--- src/rtl/core/ps2m_pkg.sv ---
`default_nettype none
package ps2m_pkg;

  localparam int RUN_MAX = 5;
  localparam int RUN_CNT_W = $clog2(RUN_MAX + 1);
  localparam int RUN_IDX_W = $clog2(RUN_MAX);

  // reply bytes
  localparam logic [7:0] BYTE_ACK    = 8'hFA;
  localparam logic [7:0] BYTE_BAT_OK = 8'hAA;
  localparam logic [7:0] ID_PLAIN    = 8'h00;
  localparam logic [7:0] ID_WHEEL    = 8'h03;

  // host commands
  localparam logic [7:0] CMD_RESET      = 8'hFF;
  localparam logic [7:0] CMD_RESEND     = 8'hFE;
  localparam logic [7:0] CMD_DEFAULTS   = 8'hF6;
  localparam logic [7:0] CMD_REPORT_OFF = 8'hF5;
  localparam logic [7:0] CMD_REPORT_ON  = 8'hF4;
  localparam logic [7:0] CMD_SET_RATE   = 8'hF3;
  localparam logic [7:0] CMD_GET_ID     = 8'hF2;
  localparam logic [7:0] CMD_REMOTE     = 8'hF0;
  localparam logic [7:0] CMD_WRAP       = 8'hEE;
  localparam logic [7:0] CMD_WRAP_RESET = 8'hEC;
  localparam logic [7:0] CMD_READ_DATA  = 8'hEB;
  localparam logic [7:0] CMD_STREAM     = 8'hEA;
  localparam logic [7:0] CMD_STATUS     = 8'hE9;
  localparam logic [7:0] CMD_SET_RES    = 8'hE8;
  localparam logic [7:0] CMD_SCALE_21   = 8'hE7;
  localparam logic [7:0] CMD_SCALE_11   = 8'hE6;

  // modes
  localparam logic [1:0] MODE_REMOTE = 2'd0;
  localparam logic [1:0] MODE_STREAM = 2'd1;
  localparam logic [1:0] MODE_WRAP   = 2'd2;

  // pending argument
  localparam logic [1:0] ARG_NONE = 2'd0;
  localparam logic [1:0] ARG_RATE = 2'd1;
  localparam logic [1:0] ARG_RES  = 2'd2;

  localparam logic [7:0] RATE_DEFAULT = 8'd100;
  localparam logic [7:0] RES_DEFAULT  = 8'd2;
  localparam logic [7:0] KNOCK_FIRST  = 8'd200;
  localparam logic [7:0] KNOCK_SECOND = 8'd100;
  localparam logic [7:0] KNOCK_THIRD  = 8'd80;
  localparam logic signed [15:0] OVF_LIMIT = 16'sd255;

  typedef struct packed {
    logic                       push;
    logic [RUN_CNT_W-1:0]       cnt;
    logic [RUN_MAX-1:0][7:0]    bytes;
  } run_t;

endpackage
`default_nettype wire

--- src/rtl/core/ps2m_if.sv ---
`default_nettype none
interface ps2m_in_if;
  logic               valid;
  logic               ready;
  logic               operation;
  logic [7:0]         host_byte;
  logic signed [15:0] delta_x;
  logic signed [15:0] delta_y;
  logic signed [7:0]  delta_wheel;
  logic               button_left;
  logic               button_right;
  logic               button_middle;

  modport source (
    output valid, operation, host_byte, delta_x, delta_y, delta_wheel,
           button_left, button_right, button_middle,
    input  ready
  );
  modport sink (
    input  valid, operation, host_byte, delta_x, delta_y, delta_wheel,
           button_left, button_right, button_middle,
    output ready
  );
endinterface

interface ps2m_out_if;
  logic       valid;
  logic       ready;
  logic [7:0] reply_byte;
  logic       last_byte;

  modport source (output valid, reply_byte, last_byte, input ready);
  modport sink (input valid, reply_byte, last_byte, output ready);
endinterface
`default_nettype wire

--- src/rtl/core/ps2m_core.sv ---
`default_nettype none
module ps2m_core
  import ps2m_pkg::*;
(
  input  wire logic  clk,
  input  wire logic  rst_n,
  ps2m_in_if.sink    in_ch,
  input  wire logic  ser_busy,
  output run_t       run
);

  // input register
  logic               in_valid_r;
  logic               op_r;
  logic [7:0]         hb_r;
  logic signed [15:0] dx_r;
  logic signed [15:0] dy_r;
  logic signed [7:0]  dw_r;
  logic [2:0]         btn_r;

  // device state
  logic [1:0]         mode_r, mode_nxt;
  logic [1:0]         prev_mode_r, prev_mode_nxt;
  logic [7:0]         rate_r, rate_nxt;
  logic [7:0]         res_r, res_nxt;
  logic               scal_r, scal_nxt;
  logic               rep_r, rep_nxt;
  logic               wheel_r, wheel_nxt;
  logic [2:0][7:0]    hist_r, hist_nxt;
  logic signed [15:0] cx_r, cx_nxt;
  logic signed [15:0] cy_r, cy_nxt;
  logic signed [7:0]  cw_r, cw_nxt;
  logic [1:0]         ovf_r, ovf_nxt;
  logic [2:0]         btns_r, btns_nxt;
  logic [1:0]         await_r, await_nxt;

  logic               commit;
  logic               in_fire;
  logic [RUN_CNT_W-1:0]    cnt;
  logic [RUN_MAX-1:0][7:0] bytes;
  logic signed [16:0] sum_x, sum_y;
  logic signed [8:0]  sum_w;
  logic signed [15:0] sat_x, sat_y;
  logic signed [7:0]  sat_w;
  logic [15:0]        pkt_x, pkt_y;
  logic               knock;

  function automatic logic [15:0] scale_axis(input logic signed [15:0] v);
    logic [15:0] mag;
    logic [15:0] r;
    mag = v[15] ? 16'(-v) : 16'(v);
    unique case (mag)
      16'd2:   r = 16'd1;
      16'd4:   r = 16'd6;
      16'd5:   r = 16'd9;
      default: r = (mag <= 16'd3) ? mag : {mag[14:0], 1'b0};
    endcase
    return v[15] ? 16'(-r) : r;
  endfunction

  assign commit       = in_valid_r && ((cnt == '0) || !ser_busy);
  assign in_fire      = in_ch.valid && in_ch.ready;
  assign in_ch.ready  = !in_valid_r || commit;
  assign run.push     = commit && (cnt != '0);
  assign run.cnt      = cnt;
  assign run.bytes    = bytes;

  // saturating accumulation
  assign sum_x = 17'(cx_r) + 17'(dx_r);
  assign sum_y = 17'(cy_r) + 17'(dy_r);
  assign sum_w = 9'(cw_r) + 9'(dw_r);
  assign sat_x = (sum_x[16] != sum_x[15]) ? (sum_x[16] ? 16'sh8000 : 16'sh7FFF) : sum_x[15:0];
  assign sat_y = (sum_y[16] != sum_y[15]) ? (sum_y[16] ? 16'sh8000 : 16'sh7FFF) : sum_y[15:0];
  assign sat_w = (sum_w[8] != sum_w[7]) ? (sum_w[8] ? 8'sh80 : 8'sh7F) : sum_w[7:0];

  assign pkt_x = scal_r ? scale_axis(cx_r) : cx_r;
  assign pkt_y = scal_r ? scale_axis(cy_r) : cy_r;
  assign knock = (hist_r[0] == KNOCK_FIRST) && (hist_r[1] == KNOCK_SECOND)
                 && (hist_r[2] == KNOCK_THIRD);

  always_comb begin
    mode_nxt      = mode_r;
    prev_mode_nxt = prev_mode_r;
    rate_nxt      = rate_r;
    res_nxt       = res_r;
    scal_nxt      = scal_r;
    rep_nxt       = rep_r;
    wheel_nxt     = wheel_r;
    hist_nxt      = hist_r;
    cx_nxt        = cx_r;
    cy_nxt        = cy_r;
    cw_nxt        = cw_r;
    ovf_nxt       = ovf_r;
    btns_nxt      = btns_r;
    await_nxt     = await_r;
    cnt           = '0;
    bytes         = '0;
    bytes[0]      = BYTE_ACK;
    if (op_r) begin
      cx_nxt   = sat_x;
      cy_nxt   = sat_y;
      cw_nxt   = sat_w;
      btns_nxt = btn_r;
      if (sat_x > OVF_LIMIT || sat_x < -OVF_LIMIT) ovf_nxt[0] = 1'b1;
      if (sat_y > OVF_LIMIT || sat_y < -OVF_LIMIT) ovf_nxt[1] = 1'b1;
    end else begin
      await_nxt = ARG_NONE;
      priority if (await_r == ARG_RATE) begin
        rate_nxt = (hb_r == 8'd0) ? RATE_DEFAULT : hb_r;
        hist_nxt = {hb_r, hist_r[2], hist_r[1]};
        cnt      = RUN_CNT_W'(1);
        cx_nxt = '0; cy_nxt = '0; cw_nxt = '0; ovf_nxt = '0;
      end else if (await_r == ARG_RES) begin
        res_nxt = hb_r;
        cnt     = RUN_CNT_W'(1);
        cx_nxt = '0; cy_nxt = '0; cw_nxt = '0; ovf_nxt = '0;
      end else if (mode_r == MODE_WRAP) begin
        cnt = RUN_CNT_W'(1);
        if (hb_r == CMD_WRAP || hb_r == CMD_WRAP_RESET) begin
          cx_nxt = '0; cy_nxt = '0; cw_nxt = '0; ovf_nxt = '0;
          if (hb_r == CMD_WRAP_RESET) begin
            prev_mode_nxt = mode_r;
            mode_nxt      = prev_mode_r;
          end
        end else begin
          bytes[0] = hb_r;  // echo
        end
      end else begin
        unique case (hb_r)
          CMD_RESET: begin
            cnt      = RUN_CNT_W'(3);
            bytes[1] = BYTE_BAT_OK;
            bytes[2] = 8'h00;
            wheel_nxt = 1'b0;
            rate_nxt = RATE_DEFAULT; res_nxt = RES_DEFAULT;
            scal_nxt = 1'b0; rep_nxt = 1'b0;
            prev_mode_nxt = mode_r; mode_nxt = MODE_STREAM;
            cx_nxt = '0; cy_nxt = '0; cw_nxt = '0; ovf_nxt = '0;
          end
          CMD_RESEND: cnt = RUN_CNT_W'(1);
          CMD_DEFAULTS: begin
            cnt = RUN_CNT_W'(1);
            rate_nxt = RATE_DEFAULT; res_nxt = RES_DEFAULT;
            scal_nxt = 1'b0; rep_nxt = 1'b0;
            prev_mode_nxt = mode_r; mode_nxt = MODE_STREAM;
            cx_nxt = '0; cy_nxt = '0; cw_nxt = '0; ovf_nxt = '0;
          end
          CMD_REPORT_OFF, CMD_REPORT_ON: begin
            cnt = RUN_CNT_W'(1);
            rep_nxt = (hb_r == CMD_REPORT_ON);
            cx_nxt = '0; cy_nxt = '0; cw_nxt = '0; ovf_nxt = '0;
          end
          CMD_SET_RATE: begin
            cnt = RUN_CNT_W'(1);
            await_nxt = ARG_RATE;
          end
          CMD_GET_ID: begin
            cnt       = RUN_CNT_W'(2);
            wheel_nxt = knock;
            bytes[1]  = knock ? ID_WHEEL : ID_PLAIN;
            cx_nxt = '0; cy_nxt = '0; cw_nxt = '0; ovf_nxt = '0;
          end
          CMD_REMOTE, CMD_WRAP, CMD_STREAM: begin
            cnt = RUN_CNT_W'(1);
            cx_nxt = '0; cy_nxt = '0; cw_nxt = '0; ovf_nxt = '0;
            prev_mode_nxt = mode_r;
            mode_nxt = (hb_r == CMD_REMOTE) ? MODE_REMOTE
                     : ((hb_r == CMD_WRAP) ? MODE_WRAP : MODE_STREAM);
          end
          CMD_WRAP_RESET: begin
            cnt = RUN_CNT_W'(1);
            cx_nxt = '0; cy_nxt = '0; cw_nxt = '0; ovf_nxt = '0;
          end
          CMD_READ_DATA: begin
            cnt      = wheel_r ? RUN_CNT_W'(5) : RUN_CNT_W'(4);
            bytes[1] = {ovf_r[1], ovf_r[0], pkt_y[8], pkt_x[8], 1'b1, btns_r};
            bytes[2] = pkt_x[7:0];
            bytes[3] = pkt_y[7:0];
            bytes[4] = {4'h0, cw_r[3:0]};
            cx_nxt = '0; cy_nxt = '0; cw_nxt = '0; ovf_nxt = '0;
          end
          CMD_STATUS: begin
            cnt      = RUN_CNT_W'(4);
            bytes[1] = {1'b0, (mode_r == MODE_REMOTE), rep_r, scal_r, 1'b0,
                        btns_r[0], btns_r[2], btns_r[1]};
            bytes[2] = res_r;
            bytes[3] = rate_r;
          end
          CMD_SET_RES: begin
            cnt = RUN_CNT_W'(1);
            await_nxt = ARG_RES;
          end
          CMD_SCALE_21, CMD_SCALE_11: begin
            cnt = RUN_CNT_W'(1);
            scal_nxt = (hb_r == CMD_SCALE_21);
          end
          default: cnt = '0;
        endcase
      end
    end
  end

  always_ff @(posedge clk) begin
    if (!rst_n) begin
      in_valid_r <= 1'b0;
    end else if (in_fire) begin
      in_valid_r <= 1'b1;
    end else if (commit) begin
      in_valid_r <= 1'b0;
    end
  end

  always_ff @(posedge clk) begin
    if (in_fire) begin
      op_r  <= in_ch.operation;
      hb_r  <= in_ch.host_byte;
      dx_r  <= in_ch.delta_x;
      dy_r  <= in_ch.delta_y;
      dw_r  <= in_ch.delta_wheel;
      btn_r <= {in_ch.button_middle, in_ch.button_right, in_ch.button_left};
    end
  end

  always_ff @(posedge clk) begin
    if (!rst_n) begin
      mode_r      <= MODE_STREAM;
      prev_mode_r <= MODE_STREAM;
      rate_r      <= RATE_DEFAULT;
      res_r       <= RES_DEFAULT;
      scal_r      <= 1'b0;
      rep_r       <= 1'b0;
      wheel_r     <= 1'b0;
      hist_r      <= '0;
      cx_r        <= '0;
      cy_r        <= '0;
      cw_r        <= '0;
      ovf_r       <= '0;
      btns_r      <= '0;
      await_r     <= ARG_NONE;
    end else if (commit) begin
      mode_r      <= mode_nxt;
      prev_mode_r <= prev_mode_nxt;
      rate_r      <= rate_nxt;
      res_r       <= res_nxt;
      scal_r      <= scal_nxt;
      rep_r       <= rep_nxt;
      wheel_r     <= wheel_nxt;
      hist_r      <= hist_nxt;
      cx_r        <= cx_nxt;
      cy_r        <= cy_nxt;
      cw_r        <= cw_nxt;
      ovf_r       <= ovf_nxt;
      btns_r      <= btns_nxt;
      await_r     <= await_nxt;
    end
  end

`ifndef ASSERT_OFF
  a_no_push_into_busy: assert property (@(posedge clk) disable iff (!rst_n)
    run.push |-> !ser_busy)
    else $error("reply run pushed while serialiser busy");
  a_update_no_reply: assert property (@(posedge clk) disable iff (!rst_n)
    (commit && op_r) |=> ($stable(mode_r) && $stable(await_r) && $stable(rate_r)))
    else $error("movement update changed protocol state");
`endif

endmodule
`default_nettype wire

--- src/rtl/core/ps2m_serializer.sv ---
`default_nettype none
module ps2m_serializer
  import ps2m_pkg::*;
(
  input  wire logic  clk,
  input  wire logic  rst_n,
  input  run_t       run,
  output logic       busy,
  ps2m_out_if.source out_ch
);

  logic                    busy_r;
  logic [RUN_CNT_W-1:0]    cnt_r;
  logic [RUN_IDX_W-1:0]    idx_r;
  logic [RUN_MAX-1:0][7:0] bytes_r;
  logic                    last;
  logic                    out_fire;

  assign busy             = busy_r;
  assign last             = (RUN_CNT_W'(idx_r) == cnt_r - RUN_CNT_W'(1));
  assign out_fire         = out_ch.valid && out_ch.ready;
  assign out_ch.valid     = busy_r;
  assign out_ch.reply_byte = bytes_r[idx_r];
  assign out_ch.last_byte = last;

  always_ff @(posedge clk) begin
    if (!rst_n) begin
      busy_r <= 1'b0;
      idx_r  <= '0;
    end else if (run.push) begin
      busy_r <= 1'b1;
      idx_r  <= '0;
    end else if (out_fire) begin
      if (last) begin
        busy_r <= 1'b0;
      end else begin
        idx_r <= idx_r + RUN_IDX_W'(1);
      end
    end
  end

  always_ff @(posedge clk) begin
    if (run.push) begin
      cnt_r   <= run.cnt;
      bytes_r <= run.bytes;
    end
  end

`ifndef ASSERT_OFF
  a_index_in_run: assert property (@(posedge clk) disable iff (!rst_n)
    busy_r |-> (cnt_r != '0 && RUN_CNT_W'(idx_r) < cnt_r))
    else $error("reply index outside run");
  a_last_frees: assert property (@(posedge clk) disable iff (!rst_n)
    (out_fire && last && !run.push) |=> !busy_r)
    else $error("serialiser still busy after last byte");
`endif

endmodule
`default_nettype wire

--- src/rtl/core/ps2_mouse_command_responder_top.sv ---
// a request waits in the input register until the serialiser is free; its reply run is
// then loaded into the serialiser and sent one byte per cycle while out_ch.ready is high;
// requests without replies (movement updates, unknown commands) go through at one per cycle
// reset: synchronous active low; stream mode, defaults, counts and rate history cleared
`default_nettype none
module ps2_mouse_command_responder_top
  import ps2m_pkg::*;
(
  input  wire logic  clk,
  input  wire logic  rst_n,
  ps2m_in_if.sink    in_ch,
  ps2m_out_if.source out_ch
);

  run_t run;
  logic ser_busy;

  ps2m_core u_core (
    .clk      (clk),
    .rst_n    (rst_n),
    .in_ch    (in_ch),
    .ser_busy (ser_busy),
    .run      (run)
  );

  ps2m_serializer u_ser (
    .clk    (clk),
    .rst_n  (rst_n),
    .run    (run),
    .busy   (ser_busy),
    .out_ch (out_ch)
  );

endmodule
`default_nettype wire
--- src/flat_wrapper.sv ---
// flat-port wrapper written by rule: the top's interface ports become plain ports
module ps2_mouse_command_responder_top_flat import ps2m_pkg::*;
  (clk, rst_n, in_ch_valid, in_ch_operation, in_ch_host_byte, in_ch_delta_x, in_ch_delta_y, in_ch_delta_wheel, in_ch_button_left, in_ch_button_right, in_ch_button_middle, in_ch_ready, out_ch_valid, out_ch_reply_byte, out_ch_last_byte, out_ch_ready);
  ps2m_in_if in_ch_i ();
  ps2m_out_if out_ch_i ();
  input  wire logic clk;
  input  wire logic rst_n;
  input wire logic [$bits(in_ch_i.valid)-1:0] in_ch_valid;
  input wire logic [$bits(in_ch_i.operation)-1:0] in_ch_operation;
  input wire logic [$bits(in_ch_i.host_byte)-1:0] in_ch_host_byte;
  input wire logic [$bits(in_ch_i.delta_x)-1:0] in_ch_delta_x;
  input wire logic [$bits(in_ch_i.delta_y)-1:0] in_ch_delta_y;
  input wire logic [$bits(in_ch_i.delta_wheel)-1:0] in_ch_delta_wheel;
  input wire logic [$bits(in_ch_i.button_left)-1:0] in_ch_button_left;
  input wire logic [$bits(in_ch_i.button_right)-1:0] in_ch_button_right;
  input wire logic [$bits(in_ch_i.button_middle)-1:0] in_ch_button_middle;
  output wire logic [$bits(in_ch_i.ready)-1:0] in_ch_ready;
  output wire logic [$bits(out_ch_i.valid)-1:0] out_ch_valid;
  output wire logic [$bits(out_ch_i.reply_byte)-1:0] out_ch_reply_byte;
  output wire logic [$bits(out_ch_i.last_byte)-1:0] out_ch_last_byte;
  input wire logic [$bits(out_ch_i.ready)-1:0] out_ch_ready;
  assign in_ch_i.valid = in_ch_valid;
  assign in_ch_i.operation = in_ch_operation;
  assign in_ch_i.host_byte = in_ch_host_byte;
  assign in_ch_i.delta_x = in_ch_delta_x;
  assign in_ch_i.delta_y = in_ch_delta_y;
  assign in_ch_i.delta_wheel = in_ch_delta_wheel;
  assign in_ch_i.button_left = in_ch_button_left;
  assign in_ch_i.button_right = in_ch_button_right;
  assign in_ch_i.button_middle = in_ch_button_middle;
  assign in_ch_ready = in_ch_i.ready;
  assign out_ch_valid = out_ch_i.valid;
  assign out_ch_reply_byte = out_ch_i.reply_byte;
  assign out_ch_last_byte = out_ch_i.last_byte;
  assign out_ch_i.ready = out_ch_ready;
  ps2_mouse_command_responder_top u_core (.clk(clk), .rst_n(rst_n), .in_ch(in_ch_i), .out_ch(out_ch_i));
endmodule
--- config.mk ---
export PLATFORM = sky130hd
export DESIGN_NAME = ps2_mouse_command_responder_top_flat
export DESIGN_NICKNAME = d
export VERILOG_FILES = /design/src/rtl/core/ps2m_pkg.sv /design/src/rtl/core/ps2m_if.sv /design/src/rtl/core/ps2m_core.sv /design/src/rtl/core/ps2m_serializer.sv /design/src/rtl/core/ps2_mouse_command_responder_top.sv /design/src/flat_wrapper.sv
export SDC_FILE = /design/constraint.sdc
export NUM_CORES = 1
export LEC_CHECK = 0
export BUFFER_PORTS_ARGS = -buffer_cell sky130_fd_sc_hd__buf_2
export CAP_MARGIN = 10
export CORE_AREA = 2 2 146 148
export DETAILED_ROUTE_END_ITERATION = 8
export DIE_AREA = 0 0 148 150
export GPL_ROUTABILITY_DRIVEN = 0
export GPL_TIMING_DRIVEN = 1
export PLACE_DENSITY = 0.77
export RECOVER_POWER = 50
export SYNTH_ARGS = -nofsm -noshare
export SYNTH_HDL_FRONTEND = slang
export SYNTH_SLANG_ARGS = --single-unit
--- constraint.sdc ---
create_clock -name clk -period 4.34 [get_ports clk]
set_input_delay 0.868 -clock clk [delete_from_list [all_inputs] [get_ports clk]]
set_output_delay 0.868 -clock clk [all_outputs]
set_load 0.01 [all_outputs]
Word-level counts from Yosys, hierarchy flattened
Cells that the tools add are included.
{"block": "classes", "n_addsub": 9, "magnitude_cmp": 7, "n_eq_ne": 40, "n_mux": 79, "n_bitwise": 7, "reduce_logical": 54}
{"cell": "2-to-1 mux 16 bit", "n": 13}
{"cell": "equality test 8 bit (second input constant)", "n": 17}
{"cell": "2-to-1 mux 8 bit", "n": 17}
{"cell": "equality test 16 x 3 -> 1 bit (second input constant)", "n": 4}
{"cell": "2-to-1 mux 9 bit", "n": 6}
{"cell": "one-hot mux 9 bit (3 select lines)", "n": 2}
{"cell": "2-to-1 mux 2 bit", "n": 19}
{"cell": "adder 16 x 16 -> 17 bit", "n": 2}
{"cell": "equality test 16 x 2 -> 1 bit (second input constant)", "n": 2}
{"cell": "greater-than comparator 16 x 9 -> 1 bit (second input constant)", "n": 2}
{"cell": "<= comparator 16 x 2 -> 1 bit (second input constant)", "n": 2}
{"cell": "less-than comparator 16 x 9 -> 1 bit (second input constant)", "n": 2}
{"cell": "negator 16 bit", "n": 2}
{"cell": "one-hot mux 8 bit (2 select lines)", "n": 2}
{"cell": "one-hot mux 8 bit (4 select lines)", "n": 1}
{"cell": "binary-select mux 8 bit (select 3 bit)", "n": 1}
{"cell": "negator 9 bit", "n": 2}
{"cell": "AND reduction 6 bit", "n": 3}
{"cell": "nonzero test 2 bit", "n": 9}
{"cell": "equality test 8 x 7 -> 1 bit (second input constant)", "n": 2}
{"cell": "one-hot mux 3 bit (5 select lines)", "n": 1}
{"cell": "OR reduction 5 bit", "n": 3}
{"cell": "AND reduction 7 bit", "n": 2}
{"cell": "2-to-1 mux 3 bit", "n": 4}
{"cell": "other kinds (32)", "n": 76}
{"block": "word_totals", "register_bits": 194, "inputBits": 56}

Depth between registers and ports, before layout
{"block": "logic_depth", "depth_word": 13, "mapped_depth": 20}

Cells and area by module
A second synthesis with hierarchy kept.
{"block": "unflattened", "hier_cells": 1297, "hier_area_um2": 11812.6}
{"module": "ps2m_core", "instances": 1, "cells_each": 1182, "area_per_inst_um2": 9843.2}
{"module": "ps2m_serializer", "instances": 1, "cells_each": 115, "area_per_inst_um2": 1969.4}

Worst setup path after synthesis
No wires, ideal clock.
{"block": "synth_timing", "kind": "reg2reg", "from": "register u_core.u_core.await_r[0]", "to": "register u_core.u_core.btn_r[0] (enable)", "setup_time_ns": 0.479, "arrival_ns": 4.129, "required_ns": 3.861, "path_slack_ns": -0.267, "path_stages_with_launch": 9, "path_buffers": 1, "cell_sequence": "dfxtp_1 > inv_1 > ha_1 > or3_1 > clkbuf_1 > nor3_1 > nor2_1 > o21a_1 > a21oi_1"}
{"element": "start, declared", "line_no": "ps2m_core.sv:35", "source": "logic [1:0] await_r, await_nxt;"}
{"element": "start signal, assigned", "line_no": "ps2m_core.sv:254", "source": "await_r <= await_nxt;"}
{"element": "end signal, assigned", "line_no": "ps2m_core.sv:220", "source": "btn_r <= {in_ch.button_middle, in_ch.button_right, in_ch.button_left};"}
{"element": "end, declared", "line_no": "ps2m_core.sv:19", "source": "logic [2:0] btn_r;"}

Worst setup path after layout
{"block": "layout_timing", "from": "register u_core.u_core.cy_r[0]", "to": "register u_core.u_ser.bytes_r[13] (netlist bit) (data pin)"}
{"block": "layout_between", "elab_chain_cells": 9, "elab_cells_between_ends": 12, "cone_classes": "2 x add/sub; 1 x order compare; 3 x eq/ne; 6 x mux"}
{"element": "start, declared", "line_no": "ps2m_core.sv:31", "source": "logic signed [15:0] cy_r, cy_nxt;"}
{"element": "start signal, assigned", "line_no": "ps2m_core.sv:250", "source": "cy_r <= cy_nxt;"}
{"element": "negator 16 bit", "line_no": "ps2m_core.sv:51", "source": "mag = v[15] ? 16'(-v) : 16'(v);"}
{"element": "2-to-1 mux 16 bit (*)", "line_no": "ps2m_core.sv:51"}
{"element": "<= comparator 16 x 2 -> 1 bit", "line_no": "ps2m_core.sv:56", "source": "default: r = (mag <= 16'd3) ? mag : {mag[14:0], 1'b0};"}
{"element": "2-to-1 mux 9 bit", "line_no": "ps2m_core.sv:56"}
{"element": "one-hot mux 9 bit (3 select lines) (*)", "line_no": "ps2m_core.sv:52", "source": "unique case (mag)"}
{"element": "negator 9 bit", "line_no": "ps2m_core.sv:58", "source": "return v[15] ? 16'(-r) : r;"}
{"element": "2-to-1 mux 9 bit (*)", "line_no": "ps2m_core.sv:58"}
{"element": "2-to-1 mux 9 bit (*)", "line_no": "ps2m_core.sv:77", "source": "assign pkt_y = scal_r ? scale_axis(cy_r) : cy_r;"}
{"element": "one-hot mux 8 bit (4 select lines) (*)", "line_no": "ps2m_core.sv:129", "source": "unique case (hb_r)"}
{"element": "end signal, assigned", "line_no": "ps2m_serializer.sv:45", "source": "bytes_r <= run.bytes;"}
{"element": "end, declared", "line_no": "ps2m_serializer.sv:15", "source": "logic [RUN_MAX-1:0][7:0] bytes_r;"}
Every way passes the cells marked *; elsewhere a longest branch is shown, timed or not.
A chain may end at the register's enable or synchronous reset.

==> qor.txt <==
Run status - complete, no violations
Hold Crit Start - u_core.u_core.res_r[3]
EDFF count, synth - 91
Area grow syn2layout - 10.3%
Root Buffer - clkbuf_16
Clock-pin slew on the worst setup and hold paths - 0.08 ns
Reg2Reg Launch Point - u_core.u_core.cy_r[0]
Vias - 9437
Fin Hold WS - 0.476 ns
Row count - 53
Post-CTS Hold Buffers - 0
Core Area - 20700 um2
Pin count of the biggest net entering global routing - 53
Initial Utilization - 55.2%
TritonCTS Buffers - 17
Netlist Area Pre-Place - 11400 um2
Drt via density - 6.12
Syn Area/Cell - 9.43 um2
Synth unique cells - 76
Die Y - 150 um
Routed WL - 26.8 mm
Design Power - 4.34 mW
Hold Path Class - register to register
CP most frequent cell - ha_1
Crit end category - register
Final #Nets - 1362
Antenna-violating nets left - 0
GRT Util Overall - 24.6%
Die width - 148 um
Hold depth - 2
Vias in the first global route - 8512
Setup slack, reg-to-reg - 0.31 ns
CP Depth - 17
Worst vdd ir - 0.000246 V
Tcrit/Tclk final - 92.8%
Final Hold Vio Count - 0
Worst path bufs/invs - 1
Io pins - 67
Reg2reg end - u_core.u_ser.bytes_r[13]
CTS tree - built
Pleak - 4.98 nW
Worst-Skew Late Latency - 0.44 ns
Post-Syn Nets - 1321
Final WS setup - 0.314 ns
CP required - 4.54 ns
Global route overflow - 0
Die ar. - 22200 um2
Post-Syn Instances - 1212
Diode count - 0
CP max-delay cell - or4b_1
CP top delay family - simple AND/OR/NAND/NOR gates
Tightest Pin Transition - 1.35 ns
Layout Skew - 0.0155 ns
Layout cells sized above 1 - 11.2%
R2R cell count - 17
Sink Count - 190
Rel. slew slack - 10.1%
WS Path Type - register to register
H-tree depth - 4
Tmin final - 4.03 ns
First drt pass iteration count - 6
RSZ-0062 raised after global routing - false
Global-route wire length before repair - 43.7 mm
Setup TNS - 0 ns
YS warnings - 0
Top FF cell, synth - dfxtp_1
Maximum fanout along the worst path - 9
Worst-case clock buffer depth - 2
Maximum achievable frequency - 248 MHz
Initial antenna violation count - 0
1st-iter DRT viols - 1013
Startpoint type of the worst setup path - register
DP Worst Slack - 0.151 ns
WP data arrival - 4.22 ns
Async SR Flop Fraction - 0%
Setup violation total in the final timing report - 0
Max-cap viol count - 0
# DRC - 0
Yosys reg bits - 190
Routed wire length per instance - 17.4 um
CP Cell Sequence - inv_1, ha_1, or4b_1, a211o_1, nand3_1, o211ai_1, nor4_2, o21ai_0, a22oi_1, ha_1, nand2_1, nor2_1, o21ai_2, mux2i_1, xor2_1, o2111ai_1, and2_1
Worst Hold End - u_core.u_core.res_r[3]
Number of I/O port buffers - 66
Register area share after synthesis - 41.2%
Fin. max-slew vios - 0
Power per cell area - 344 nW/um2
HPWL Detailed - 19.2 mm
Max incr delay on CP - 0.46 ns
[how the worst max path moves through the flow]
stage,from,end,slack [ns]
floorplan,u_core.u_core.hb_r[6],u_core.u_ser.idx_r[0],0.27
detailed placement,u_core.u_core.cx_r[0],u_core.u_ser.bytes_r[12],0.15
global placement,u_core.u_core.cx_r[0],u_core.u_ser.bytes_r[12],0.32
CTS,u_core.u_core.cx_r[1],u_core.u_ser.bytes_r[12],0.08
global route,u_core.u_core.cy_r[0],u_core.u_ser.bytes_r[13],0.01
finish,u_core.u_core.cy_r[0],u_core.u_ser.bytes_r[13],0.31
[flip-flops by register name, summed over array words and instances (netlist names), 2 cells and up]
name	count
u_core.u_core.btns_r	3
u_core.u_core.cy_r	16
u_core.u_core.res_r	8
u_core.u_ser.bytes_r	36
u_core.u_core.ovf_r	2
u_core.u_core.cx_r	16
u_core.u_core.rate_r	8
u_core.u_ser.cnt_r	3
u_core.u_core.hb_r	8
u_core.u_core.dx_r	16
u_core.u_core.hist_r	24
u_core.u_core.btn_r	3
u_core.u_core.dy_r	16
u_core.u_core.mode_r	2
u_core.u_core.prev_mode_r	2
u_core.u_core.dw_r	8
u_core.u_ser.idx_r	3
u_core.u_core.cw_r	8
u_core.u_core.await_r	2
[placed cells by master (no fill, tap or decap), types with 16 or more instances in the layout]
master	instances
edfxtp_1	91
nor2_1	80
a21oi_1	81
mux2i_1	41
buf_2	55
ha_1	50
a21boi_0	20
dfxtp_1	99
nand3_1	42
nor3_1	22
or3_1	16
nand2_1	108
inv_1	36
nor2b_1	48
xnor2_1	43
clkbuf_16	19
o21ai_0	60
a21o_1	19
xor2_1	21
[synthesized netlist by cell type (19+ instances only)]
cell type	number	area share (%)
mux2i_1	41	3.6
nor2b_1	49	2.7
o21ai_0	59	2.6
nor2_1	80	2.6
a21o_1	19	1.2
xnor2_1	43	3.3
ha_1	50	5.5
xor2_1	21	1.6
nor3_1	22	0.96
edfxtp_1	91	24
clkbuf_1	43	1.4
a21boi_0	20	1.3
a21oi_1	82	3.6
inv_1	36	1.2
dfxtp_1	99	17
nand2_1	108	3.5
nand3_1	42	1.8
[logic make-up after synthesis]
kind of cell    Yosys count  synth area share (%)
simple gates            423                  19.2
xor+xnor                 64                  4.90
mux                      58                  6.05
flops                   190                  41.2
fa+ha+maj                61                  6.70
buf+inv                  99                  3.48
compound gates          317                  18.4
[where the power goes]
part | internal (mW) | total (mW) | switching, mW
Clock | 0.850 | 1.64 | 0.793
Sequential | 1.92 | 2.00 | 0.0715
Combinational | 0.300 | 0.700 | 0.400
Total | 3.07 | 4.34 | 1.26
[timing repair]
item                       in CTS  in global routing
resized for setup               0                  2
setup endpoints to repair       0                  2
setup buffers                   0                  0
[metal layers]
metal / vias to the layer above / track usage, % / part of all wire, %
met5: - / 0 / 0
met4: 0 / 6.76 / 1.7
met3: 44 / 4.36 / 6.4
met2: 379 / 39.3 / 46
met1: 4468 / 34.5 / 46
li1: 4546 / - / -
[per-stage QoR]
stage	area, um2	utilization [%]	cells
global placement	12000	58.0	1509
global route	12600	60.9	1541
finish	12600	60.9	1541
floorplan	11400	-	1212
detailed placement	12000	58.0	1509
CTS	12600	61.1	1541
[worst register-to-register path, delay by kind of cell, from the launching register on]
kind                     cells  cell delay (ns)
adder cells (fa/ha/maj)      2             0.58
AND/OR/NAND/NOR              6             1.35
flip-flops                   1             0.31
AO/OA/AOI/OAI                6             1.03
buffers and inverters        1             0.16
XOR/XNOR                     1             0.18
multiplexers                 1             0.21
[cell type report]
type	count	area, um2
Fill cell	1736	8080
Tap cell	275	344
Timing Repair Buffer	85	443
Clock buffer	19	475
Clock inverter	13	158
Inverter	36	135
Multi-Input combinational cell	923	6340
Sequential cell	190	4710
(Power assumes the default switching activity.)
